### src/rtl/cfpd_pkg.sv
// Shared types and constants for the configuration packet deframer.
// No dependencies; imported by cfpd_parser and fpga_config_packet_deframer.
package cfpd_pkg;

  localparam int unsigned WordW  = 32;
  localparam int unsigned AddrW  = 14;
  localparam int unsigned TypeW  = 3;
  localparam int unsigned OpW    = 2;
  localparam int unsigned KindW  = 3;
  localparam int unsigned OutDataW = 88;

  // header type codes
  localparam logic [TypeW-1:0] HT_NOOP  = 3'd0;
  localparam logic [TypeW-1:0] HT_TYPE1 = 3'd1;
  localparam logic [TypeW-1:0] HT_TYPE2 = 3'd2;

  typedef enum logic [2:0] {
    PH_IDLE   = 3'd0,
    PH_DATA   = 3'd1,
    PH_CNT_HI = 3'd2,
    PH_CNT_LO = 3'd3,
    PH_BAD    = 3'd4
  } phase_t;

  typedef enum logic [KindW-1:0] {
    KIND_SKIP  = 3'd0,
    KIND_HDR   = 3'd1,
    KIND_DATA  = 3'd2,
    KIND_BAD   = 3'd3,
    KIND_TRUNC = 3'd4
  } kind_t;

  typedef struct packed {
    kind_t             kind;
    logic [TypeW-1:0]  header_kind;
    logic [OpW-1:0]    operation;
    logic [AddrW-1:0]  reg_address;
    logic [WordW-1:0]  payload_count;
    logic [WordW-1:0]  data;
    logic              last_of_packet;
  } result_t;

endpackage

### src/rtl/cfpd_parser.sv
// Packet parser: phase state machine, packet context and per-word result decode.
// Depends on cfpd_pkg.
module cfpd_parser import cfpd_pkg::*; (
  input  logic             clk,
  input  logic             rst_n,
  input  logic             step_i,
  input  logic [WordW-1:0] word_i,
  input  logic             end_i,
  input  logic             narrow_i,
  output result_t          res_o
);

  phase_t            phase_r, phase_nxt;
  logic [WordW-1:0]  words_left_r, words_left_nxt;
  logic [TypeW-1:0]  cur_type_r, cur_type_nxt;
  logic [OpW-1:0]    cur_op_r, cur_op_nxt;
  logic [AddrW-1:0]  cur_addr_r, cur_addr_nxt;
  logic [AddrW-1:0]  prev_addr_r, prev_addr_nxt;
  logic              prev_valid_r, prev_valid_nxt;
  logic              drop_r, drop_nxt;

  logic [TypeW-1:0]  hdr_type;
  logic [OpW-1:0]    hdr_op;
  logic [AddrW-1:0]  hdr_addr;
  logic [WordW-1:0]  hdr_cnt;
  logic [WordW-1:0]  lo_cnt;
  logic [WordW-1:0]  open_cnt;
  logic              open_zero;
  logic              data_last;

  // header field extraction for both layouts
  assign hdr_type = narrow_i ? word_i[15:13] : word_i[31:29];
  assign hdr_op   = narrow_i ? word_i[12:11] : word_i[28:27];
  assign hdr_addr = narrow_i ? {8'd0, word_i[10:5]} : word_i[26:13];
  assign hdr_cnt  = narrow_i ? {27'd0, word_i[4:0]} :
                    (hdr_type == HT_TYPE2) ? {5'd0, word_i[26:0]} : {21'd0, word_i[10:0]};
  assign lo_cnt    = {words_left_r[15:0], 16'd0} | word_i;
  assign open_cnt  = (phase_r == PH_CNT_LO) ? lo_cnt : hdr_cnt;
  assign open_zero = (open_cnt == '0);
  assign data_last = (words_left_r <= 32'd1);

  // next state
  always_comb begin
    phase_nxt      = phase_r;
    words_left_nxt = words_left_r;
    cur_type_nxt   = cur_type_r;
    cur_op_nxt     = cur_op_r;
    cur_addr_nxt   = cur_addr_r;
    prev_addr_nxt  = prev_addr_r;
    prev_valid_nxt = prev_valid_r;
    drop_nxt       = drop_r;
    case (phase_r)
      PH_IDLE: begin
        if (hdr_type == HT_NOOP) begin
          cur_type_nxt   = HT_NOOP;
          cur_op_nxt     = '0;
          cur_addr_nxt   = '0;
          prev_addr_nxt  = '0;
          prev_valid_nxt = 1'b1;
        end else if (hdr_type == HT_TYPE1) begin
          cur_type_nxt   = HT_TYPE1;
          cur_op_nxt     = hdr_op;
          cur_addr_nxt   = hdr_addr;
          prev_addr_nxt  = hdr_addr;
          prev_valid_nxt = 1'b1;
          drop_nxt       = 1'b0;
          if (!open_zero && !end_i) begin
            words_left_nxt = open_cnt;
            phase_nxt      = PH_DATA;
          end
        end else if (hdr_type == HT_TYPE2 && !narrow_i) begin
          // reuse last address; swallow the packet if none is known
          cur_type_nxt = HT_TYPE2;
          cur_op_nxt   = hdr_op;
          cur_addr_nxt = prev_valid_r ? prev_addr_r : '0;
          drop_nxt     = !prev_valid_r && !open_zero && !end_i;
          if (!open_zero && !end_i) begin
            words_left_nxt = open_cnt;
            phase_nxt      = PH_DATA;
          end
        end else if (hdr_type == HT_TYPE2) begin
          cur_type_nxt   = HT_TYPE2;
          cur_op_nxt     = hdr_op;
          cur_addr_nxt   = hdr_addr;
          prev_addr_nxt  = hdr_addr;
          prev_valid_nxt = 1'b1;
          drop_nxt       = 1'b0;
          if (!end_i) begin
            phase_nxt = PH_CNT_HI;
          end
        end else begin
          phase_nxt = PH_BAD;
        end
      end
      PH_CNT_HI: begin
        if (!end_i) begin
          words_left_nxt = word_i;
          phase_nxt      = PH_CNT_LO;
        end
      end
      PH_CNT_LO: begin
        words_left_nxt = '0;
        phase_nxt      = PH_IDLE;
        if (!open_zero && !end_i) begin
          words_left_nxt = open_cnt;
          phase_nxt      = PH_DATA;
        end
      end
      PH_DATA: begin
        if (data_last || !end_i) begin
          if (data_last) begin
            words_left_nxt = '0;
            phase_nxt      = PH_IDLE;
            drop_nxt       = 1'b0;
          end else begin
            words_left_nxt = words_left_r - 32'd1;
          end
        end
      end
      PH_BAD: begin
        phase_nxt = PH_BAD;
      end
      default: begin
        phase_nxt = PH_IDLE;
      end
    endcase
    // stream end: back to idle, forget the previous packet
    if (end_i) begin
      phase_nxt      = PH_IDLE;
      words_left_nxt = '0;
      drop_nxt       = 1'b0;
      prev_valid_nxt = 1'b0;
    end
  end

  // result for the current word
  always_comb begin
    res_o = '0;
    res_o.kind = KIND_SKIP;
    case (phase_r)
      PH_IDLE: begin
        if (hdr_type == HT_NOOP) begin
          res_o.kind           = KIND_HDR;
          res_o.last_of_packet = 1'b1;
        end else if (hdr_type == HT_TYPE1 || (hdr_type == HT_TYPE2 && !narrow_i)) begin
          res_o.header_kind = cur_type_nxt;
          res_o.operation   = cur_op_nxt;
          res_o.reg_address = cur_addr_nxt;
          if (open_zero) begin
            res_o.kind = (hdr_type == HT_TYPE2 && !prev_valid_r) ? KIND_SKIP : KIND_HDR;
            res_o.last_of_packet = 1'b1;
          end else if (end_i) begin
            res_o.kind          = KIND_TRUNC;
            res_o.payload_count = open_cnt;
            res_o.data          = word_i;
          end else begin
            res_o.kind = (hdr_type == HT_TYPE2 && !prev_valid_r) ? KIND_SKIP : KIND_HDR;
            res_o.payload_count = open_cnt;
          end
        end else if (hdr_type == HT_TYPE2) begin
          res_o.header_kind = cur_type_nxt;
          res_o.operation   = cur_op_nxt;
          res_o.reg_address = cur_addr_nxt;
          res_o.kind        = end_i ? KIND_TRUNC : KIND_SKIP;
          res_o.data        = end_i ? word_i : '0;
        end else begin
          res_o.kind        = KIND_BAD;
          res_o.header_kind = hdr_type;
        end
      end
      PH_CNT_HI: begin
        res_o.header_kind = cur_type_r;
        res_o.operation   = cur_op_r;
        res_o.reg_address = cur_addr_r;
        res_o.kind        = end_i ? KIND_TRUNC : KIND_SKIP;
        res_o.data        = end_i ? word_i : '0;
      end
      PH_CNT_LO: begin
        res_o.header_kind = cur_type_r;
        res_o.operation   = cur_op_r;
        res_o.reg_address = cur_addr_r;
        if (open_zero) begin
          res_o.kind           = KIND_HDR;
          res_o.last_of_packet = 1'b1;
        end else if (end_i) begin
          res_o.kind          = KIND_TRUNC;
          res_o.payload_count = open_cnt;
          res_o.data          = word_i;
        end else begin
          res_o.kind          = KIND_HDR;
          res_o.payload_count = open_cnt;
        end
      end
      PH_DATA: begin
        res_o.header_kind = cur_type_r;
        res_o.operation   = cur_op_r;
        res_o.reg_address = cur_addr_r;
        if (!data_last && end_i) begin
          res_o.kind = KIND_TRUNC;
          res_o.data = word_i;
        end else begin
          res_o.kind           = drop_r ? KIND_SKIP : KIND_DATA;
          res_o.data           = drop_r ? '0 : word_i;
          res_o.last_of_packet = data_last;
        end
      end
      PH_BAD: begin
        res_o.kind = KIND_SKIP;
      end
      default: begin
        res_o.kind = KIND_SKIP;
      end
    endcase
  end

  always_ff @(posedge clk) begin
    if (!rst_n) begin
      phase_r      <= PH_IDLE;
      words_left_r <= '0;
      cur_type_r   <= '0;
      cur_op_r     <= '0;
      cur_addr_r   <= '0;
      prev_addr_r  <= '0;
      prev_valid_r <= 1'b0;
      drop_r       <= 1'b0;
    end else if (step_i) begin
      phase_r      <= phase_nxt;
      words_left_r <= words_left_nxt;
      cur_type_r   <= cur_type_nxt;
      cur_op_r     <= cur_op_nxt;
      cur_addr_r   <= cur_addr_nxt;
      prev_addr_r  <= prev_addr_nxt;
      prev_valid_r <= prev_valid_nxt;
      drop_r       <= drop_nxt;
    end
  end

  a_end_to_idle: assert property (@(posedge clk) disable iff (!rst_n)
    (step_i && end_i) |=> (phase_r == PH_IDLE && words_left_r == '0 && !prev_valid_r))
    else $error("stream end did not return parser to idle");

  a_data_count: assert property (@(posedge clk) disable iff (!rst_n)
    (phase_r == PH_DATA) |-> (words_left_r != '0))
    else $error("data phase with no words left");

  a_drop_in_data: assert property (@(posedge clk) disable iff (!rst_n)
    drop_r |-> (phase_r == PH_DATA && cur_addr_r == '0))
    else $error("drop flag outside a swallowed packet");

endmodule

### src/rtl/fpga_config_packet_deframer.sv
// Top level of the configuration packet deframer: input register, parser, output register.
// Depends on cfpd_pkg and cfpd_parser.
// An accepted word passes through the input register and then the output register, which drives out_tvalid.
// Throughput: one word per cycle; out_tready low holds both stages and drops
// in_tready once the input register is full.
// Reset (rst_n low, synchronous): both registers empty, parser idle, wide layout.
module fpga_config_packet_deframer import cfpd_pkg::*; (
  input  logic                clk,
  input  logic                rst_n,
  input  logic                cfg_wr_en,
  input  logic                cfg_wr_data,   // header_layout
  input  logic                in_tvalid,
  output logic                in_tready,
  input  logic [WordW-1:0]    in_tdata,      // word
  input  logic                in_tlast,      // stream_end
  output logic                out_tvalid,
  input  logic                out_tready,
  // header_kind[2:0], operation[4:3], reg_address[18:5], payload_count[50:19],
  // data[82:51], zero[87:83]
  output logic [OutDataW-1:0] out_tdata,
  output logic [KindW-1:0]    out_tuser,     // kind
  output logic                out_tlast      // last_of_packet
);

  logic             layout_r;
  logic             in_valid_r;
  logic [WordW-1:0] in_word_r;
  logic             in_end_r;
  logic             out_valid_r;
  result_t          out_res_r;
  result_t          res;
  logic             step;
  logic             in_acc;

  assign step      = in_valid_r && (!out_valid_r || out_tready);
  assign in_tready = !in_valid_r || step;
  assign in_acc    = in_tvalid && in_tready;

  cfpd_parser u_parser (
    .clk      (clk),
    .rst_n    (rst_n),
    .step_i   (step),
    .word_i   (in_word_r),
    .end_i    (in_end_r),
    .narrow_i (layout_r),
    .res_o    (res)
  );

  always_ff @(posedge clk) begin
    if (!rst_n) begin
      layout_r    <= 1'b0;
      in_valid_r  <= 1'b0;
      out_valid_r <= 1'b0;
    end else begin
      if (cfg_wr_en) begin
        layout_r <= cfg_wr_data;
      end
      in_valid_r  <= in_acc || (in_valid_r && !step);
      out_valid_r <= step || (out_valid_r && !out_tready);
    end
  end

  // payload registers
  always_ff @(posedge clk) begin
    if (in_acc) begin
      in_word_r <= in_tdata;
      in_end_r  <= in_tlast;
    end
    if (step) begin
      out_res_r <= res;
    end
  end

  assign out_tvalid = out_valid_r;
  assign out_tuser  = out_res_r.kind;
  assign out_tlast  = out_res_r.last_of_packet;
  assign out_tdata  = {5'd0, out_res_r.data, out_res_r.payload_count,
                       out_res_r.reg_address, out_res_r.operation,
                       out_res_r.header_kind};

endmodule
### config.mk
export PLATFORM = sky130hd
export DESIGN_NAME = fpga_config_packet_deframer
export DESIGN_NICKNAME = d
export VERILOG_FILES = /design/src/rtl/cfpd_pkg.sv /design/src/rtl/cfpd_parser.sv /design/src/rtl/fpga_config_packet_deframer.sv
export SDC_FILE = /design/constraint.sdc
export NUM_CORES = 1
export LEC_CHECK = 0
export ABC_AREA = 1
export ABC_CLOCK_PERIOD_IN_PS = 3300
export BUFFER_PORTS_ARGS = -buffer_cell sky130_fd_sc_hd__buf_2
export CORE_UTILIZATION = 43
export CTS_CLUSTER_DIAMETER = 150
export CTS_CLUSTER_SIZE = 14
export DETAILED_ROUTE_END_ITERATION = 12
export HOLD_SLACK_MARGIN = 0.15
export PLACE_DENSITY_LB_ADDON = 0.25
export SYNTH_ARGS = -nofsm -noshare
export SYNTH_HDL_FRONTEND = slang
export SYNTH_SLANG_ARGS = --single-unit
### constraint.sdc
create_clock -name clk -period 3.3 [get_ports clk]
set_input_delay 0.165 -clock clk [delete_from_list [all_inputs] [get_ports clk]]
set_output_delay 0.165 -clock clk [all_outputs]
set_load 0.05 [all_outputs]
## Word level (Yosys, flattened, before mapping)

Index checks and enable logic that the tools add are counted.

| word-level totals | value |
|---|---|
| bits in registers | 193 |
| logic and storage cells | 163 |
| bits of input ports | 39 |

| operators by class | value |
|---|---|
| reductions and logical operators | 39 |
| add/sub/neg operators | 1 |
| multiplexer cells | 88 |
| equal/unequal tests | 13 |
| bitwise gates (word level) | 1 |
| order comparisons | 1 |

Operator list:

| cell | count |
|---|---|
| 2-to-1 mux 32 bit | 16 |
| case mux 32 bit (4 select lines) | 2 |
| 2-to-1 mux 14 bit | 11 |
| 2-to-1 mux 83 bit | 1 |
| 2-to-1 mux 64 bit | 1 |
| case mux 32 bit (2 select lines) | 1 |
| 2-to-1 mux 3 bit | 21 |
| case mux 19 bit (2 select lines) | 1 |
| less-or-equal comparator 32 x 1 -> 1 bit (second input constant) | 1 |
| zero test 32 bit | 1 |
| OR 32 bit | 1 |
| subtractor 32 x 1 -> 32 bit (second input constant) | 1 |
| 2-to-1 mux 27 bit | 1 |
| 2-to-1 mux 22 bit | 1 |
| 2-to-1 mux 1 bit | 19 |
| 2-to-1 mux 16 bit | 1 |
| case mux 3 bit (5 select lines) | 1 |
| 2-to-1 mux 2 bit | 7 |
| case mux 3 bit (4 select lines) | 1 |
| AND reduction 4 bit | 3 |
| logical AND 1 bit | 10 |
| equality test 3 x 2 -> 1 bit (second input constant) | 3 |
| zero test 1 bit | 9 |
| != test 4 x 2 -> 1 bit (second input constant) | 2 |
| 18 further kinds | 27 |

## Longest topological paths before layout

| depth | value |
|---|---|
| depth after elaboration | 14 |
| mapped depth | 18 |
| depth with buffers taken out | 18 |

## Modules after synthesis

Synthesis repeated with hierarchy kept, for this count alone.

| unflattened totals | value |
|---|---|
| cell total of the unflattened synthesis | 1217 |
| area total of the unflattened synthesis | 10373.7 um^2 |

By module, submodules not included:

| module | instances | area an instance (um^2) | sequential area each (um^2) | cells each |
|---|---|---|---|---|
| cfpd_parser | 1 | 6597.6 | 1401.3 | 1073 |
| fpga_config_packet_deframer | 1 | 3776.1 | 3663.5 | 144 |

## Worst setup path after synthesis

Ideal clock, no wire load.

| path | value |
|---|---|
| path type | register to register |
| from | register out_valid_r, in the netlist out_tvalid |
| to | register out_res_r (netlist bit out_tdata[0]), enable pin |
| stages on the path, launching flop included | 5 |
| required time | 2815 ps |
| period minus slack after synthesis | 3968 ps |
| arrival | 3483 ps |
| setup slack | -668 ps |
| cell sequence | dfxtp_1 > nand2_1 > nand2_1 > inv_1 > buf_1 |

| between the ends | value |
|---|---|
| word-level cells in the longest chain between the ends | 3 |

Ends and longest elaborated chain:

| element | RTL line | text |
|---|---|---|
| start, declared | fpga_config_packet_deframer.sv:29 | `logic out_valid_r;` |
| start signal, assigned | fpga_config_packet_deframer.sv:59 | `out_valid_r <= step \|\| (out_valid_r && !out_tready);` |
| zero test 1 bit | fpga_config_packet_deframer.sv:35 | `assign step = in_valid_r && (!out_valid_r \|\| out_tready);` |
| logical OR 1 bit | fpga_config_packet_deframer.sv:35 |  |
| logical AND 1 bit | fpga_config_packet_deframer.sv:35 |  |
| via step | fpga_config_packet_deframer.sv:32 | `logic step;` |
| end signal, assigned | fpga_config_packet_deframer.sv:70 | `out_res_r <= res;` |
| end, declared | fpga_config_packet_deframer.sv:30 | `result_t out_res_r;` |

The timed path passes the listed nets, and every way through them passes these cells.
A chain may end at the register's enable or synchronous reset.

==> metrics.md <==
| Metric | Value |
|---|---|
| Outcome | completed |
| TNS Setup | 0 ns |
| Clk pin slew, worst setup/hold paths | ~0.08 ns |
| PD cells | slightly below 500 nW/um2 |
| Synth-to-layout area growth | 20.1% |
| Total track usage | 0.281 |
| Min Tclk post-route | just over 3 ns |
| Final Wtd Congestion | approximately 0.99 |
| Inserted Clock Buffers | 17 |
| NetSw | 1.87 mW |
| Hold Buf Count CTS | 39 |
| Final hold slack | 0.425 ns |
| Share of cells above drive strength 1 | 0.173 |
| Number of diodes | 0 |
| Pins Over Slew Limit | 0 |
| Sequential cell area fraction in the yosys report | 0.505 |
| Die width | between 150 and 200 um |
| Max Root-Sink Buffers | 2 |
| Syn Std Cell Area | between 10000 and 15000 um2 |
| GR Overflow Total | 0 |
| Worst skew pair latency | 0.44 ns |
| Number of filler cells placed in the layout | ~2200 |
| Final core utilization | 0.529 |
| Syn_area_per_cell | 8.12 um2 |
| Max VDD drop | approximately 0.00029 V |
| CP required | 3.46 ns |
| Synth unique cells | 55 |
| Leak pwr | 5.03 nW |
| Power Internal | 4.01 mW |
| Top_reg_cell synth | edfxtp_1 |
| Post-CTS Resized | 0 |
| Pre-antenna DRT Iters | 5 |
| Core area | 22800 um2 |
| Synthesis-stage register bit count | slightly below 200 |
| Final HPWL DP | approximately 24 mm |
| Vias per inst | ~5.5 |
| Highest Clock Rate | 0.331 GHz |
| Hold Path Class | input port to register |
| Largest net degree at the start of global routing | a little under 60 |
| Final instance area | 12000 um2 |
| First-pass GRT wire length | roughly 50 mm |
| CTS sink cnt | a little under 200 |
| Placed cells | 1662 |
| IO buf count | around 130 |
| Initial antenna violation count | 0 |
| DIE HEIGHT | roughly 150 um |
| Sw Ratio | 0.318 |
| Nets | 1448 |
| CP arrival | 3.19 ns |
| Avg WL per Cell | 19.3 um |
| CTS root buffer | clkbuf_16 |
| Max-cap viol count | 0 |
| Tightest Pin Transition | approximately 0.81 ns |
| Final Hold Fails | 0 |
| Number of global-route vias before repair | between 8000 and 9000 |
| Residual DRC count | 0 |
| Initial Util | 0.440 |
| Crit Path Class | register to register |
| CTS tree | yes |
| Gate power share | 0.182 |
| Final wirelength | 33.5 mm |
| Final ANT Viol Nets | 0 |
| Initial DRC count | around 1100 |
| Sequential share of power | 0.470 |
| Final Skew | roughly 0.011 ns |
| Max-slew headroom | 0.460 |
| Fin crit share | 0.916 |
| CP startpoint kind | register |
| Most frequent cells in the layout | 321 x nand2_1, 135 x nor2_1, 127 x buf_2, 120 x edfxtp_1, 114 x a21oi_1 |
| FF+latch area | approximately 5000 um2 |
| H-tree Lvls | 4 |
| Area after DPL | around 11000 um2 |
| Via count | around 9600 |
| Die footprint | approximately 24000 um2 |
| Clock Power Share | 0.348 |
| Crit path max fanout | 33 |
| Number of synthesized flops with an enable pin | 120 |
| Commonest non-fill, non-tap cell in the layout | nand2_1 |
| # setup viols final | 0 |
| RSZ-0062 raised after global routing | false |
| Filler-free cell count of the finished design | 1733 |
| Area of the multi-input gates | 4270 um2 |
| Number of setup buffers added after CTS | 0 |
| Warnings from Yosys | 0 |
| Top-Level Pins | roughly 130 |
| Mapped Cells | 1235 |
| Cell row count | 55 |
| CP endpoint kind | register |
| Synth async-reset ratio | 0 |
## metrics by stage
step                      total power [mW]  setup WS, ns
final                                 5.87         0.276
after global routing                  6.06        0.0908
after CTS                             5.87         0.330
after detailed placement              3.82         0.334
after global placement                3.81         0.349
after floorplan                       3.50         0.601
## worst max-delay path, stage by stage, from the launching register on
cell     delay [ns]
dfxtp_1        0.53
inv_2          0.09
nand3_4        0.23
nand2_1        0.26
nand2_1        0.21
nand3_1        0.11
a21oi_1        0.13
nand2_1        0.11
nor2_2         0.15
nand3_4        0.14
nand2_1        0.09
nand3_1        0.08
nand2_2        0.06
buf_4          0.34
a31oi_1        0.17
## flip-flops by register name (all words and copies together) (netlist names)
signal and flops:
out_tdata 83, out_tlast 1, out_tvalid 1, u_parser.prev_addr_r 14, u_parser.cur_type_r 3, u_parser.drop_r 1, u_parser.prev_valid_r 1, in_valid_r 1
layout_r 1, in_word_r 32, u_parser.words_left_r 32, u_parser.phase_r 3, in_end_r 1, u_parser.cur_op_r 2, u_parser.cur_addr_r 14, out_tuser 3
## power groups by stage
stage,clock network [mW],logic [mW],registers [mW]
floorplan,0,0.532,2.96
global placement,0,1.00,2.81
detailed placement,0,1.01,2.81
CTS,2.06,1.05,2.76
global route,2.14,1.14,2.77
finish,2.05,1.07,2.76
## cell families (layout without fill, tap and decap cells)
family,after synthesis,count (layout),share of synthesized area
other cells,1,5,0.000374
compound gates,285,285,0.160
flops,193,193,0.505
mux,1,1,0.000998
fa+ha+maj,2,2,0.00249
xor+xnor,21,21,0.0183
simple gates,568,568,0.241
buf+inv,164,345,0.0713
## path summary, 6_finish.rpt
path | start | end | slack [ns] | cells past startpoint
worst max-delay path | u_parser.phase_r[2] | out_tdata[60] | 0.28 | 14
worst min-delay path | in_tdata[25] | in_word_r[25] | 0.42 | 2
worst max register to register | u_parser.phase_r[2] | out_tdata[60] | 0.28 | 14
worst min register to register | u_parser.prev_addr_r[1] | u_parser.prev_addr_r[1] | 0.47 | 2
## layer usage
layer  vias up  wire length (um)  track usage
met5         -                 0            0
met4         0              1320        0.124
met3        94              3330       0.0670
met2       559             14600        0.424
met1      4449             14200        0.384
li1       4511                 -            -
## cell usage after synthesis (all sizes together), types with 2 or more instances
library cell	count	area, um2
nand2	330	1270
nor2	144	597
edfxtp	120	3600
a21oi	117	597
inv	97	364
o21ai	97	497
dfxtp	73	1460
nand3	61	348
a31oi	34	213
buf	33	224
clkbuf	29	109
nand4	12	75.1
xor2	12	105
nor3	9	56.3
or2	9	56.3
xnor2	9	78.8
a22o	8	70.1
a211oi	6	45.0
clkinv	5	18.8
a22oi	3	22.5
o22a	3	26.3
o22ai	3	18.8
ha	2	25.0
nor4	2	12.5
o211ai	2	15.0
o21a	2	15.0
o221ai	2	17.5
## area by class of cell
type / count / area share
sequential: 193 / 0.421
multi-input combinational: 882 / 0.354
timing repair buffer: 211 / 0.113
clock buffer: 19 / 0.0376
tap: 313 / 0.0325
inverter: 102 / 0.0319
clock inverter: 13 / 0.00997
Note: power is estimated with default switching activity, not from simulation.
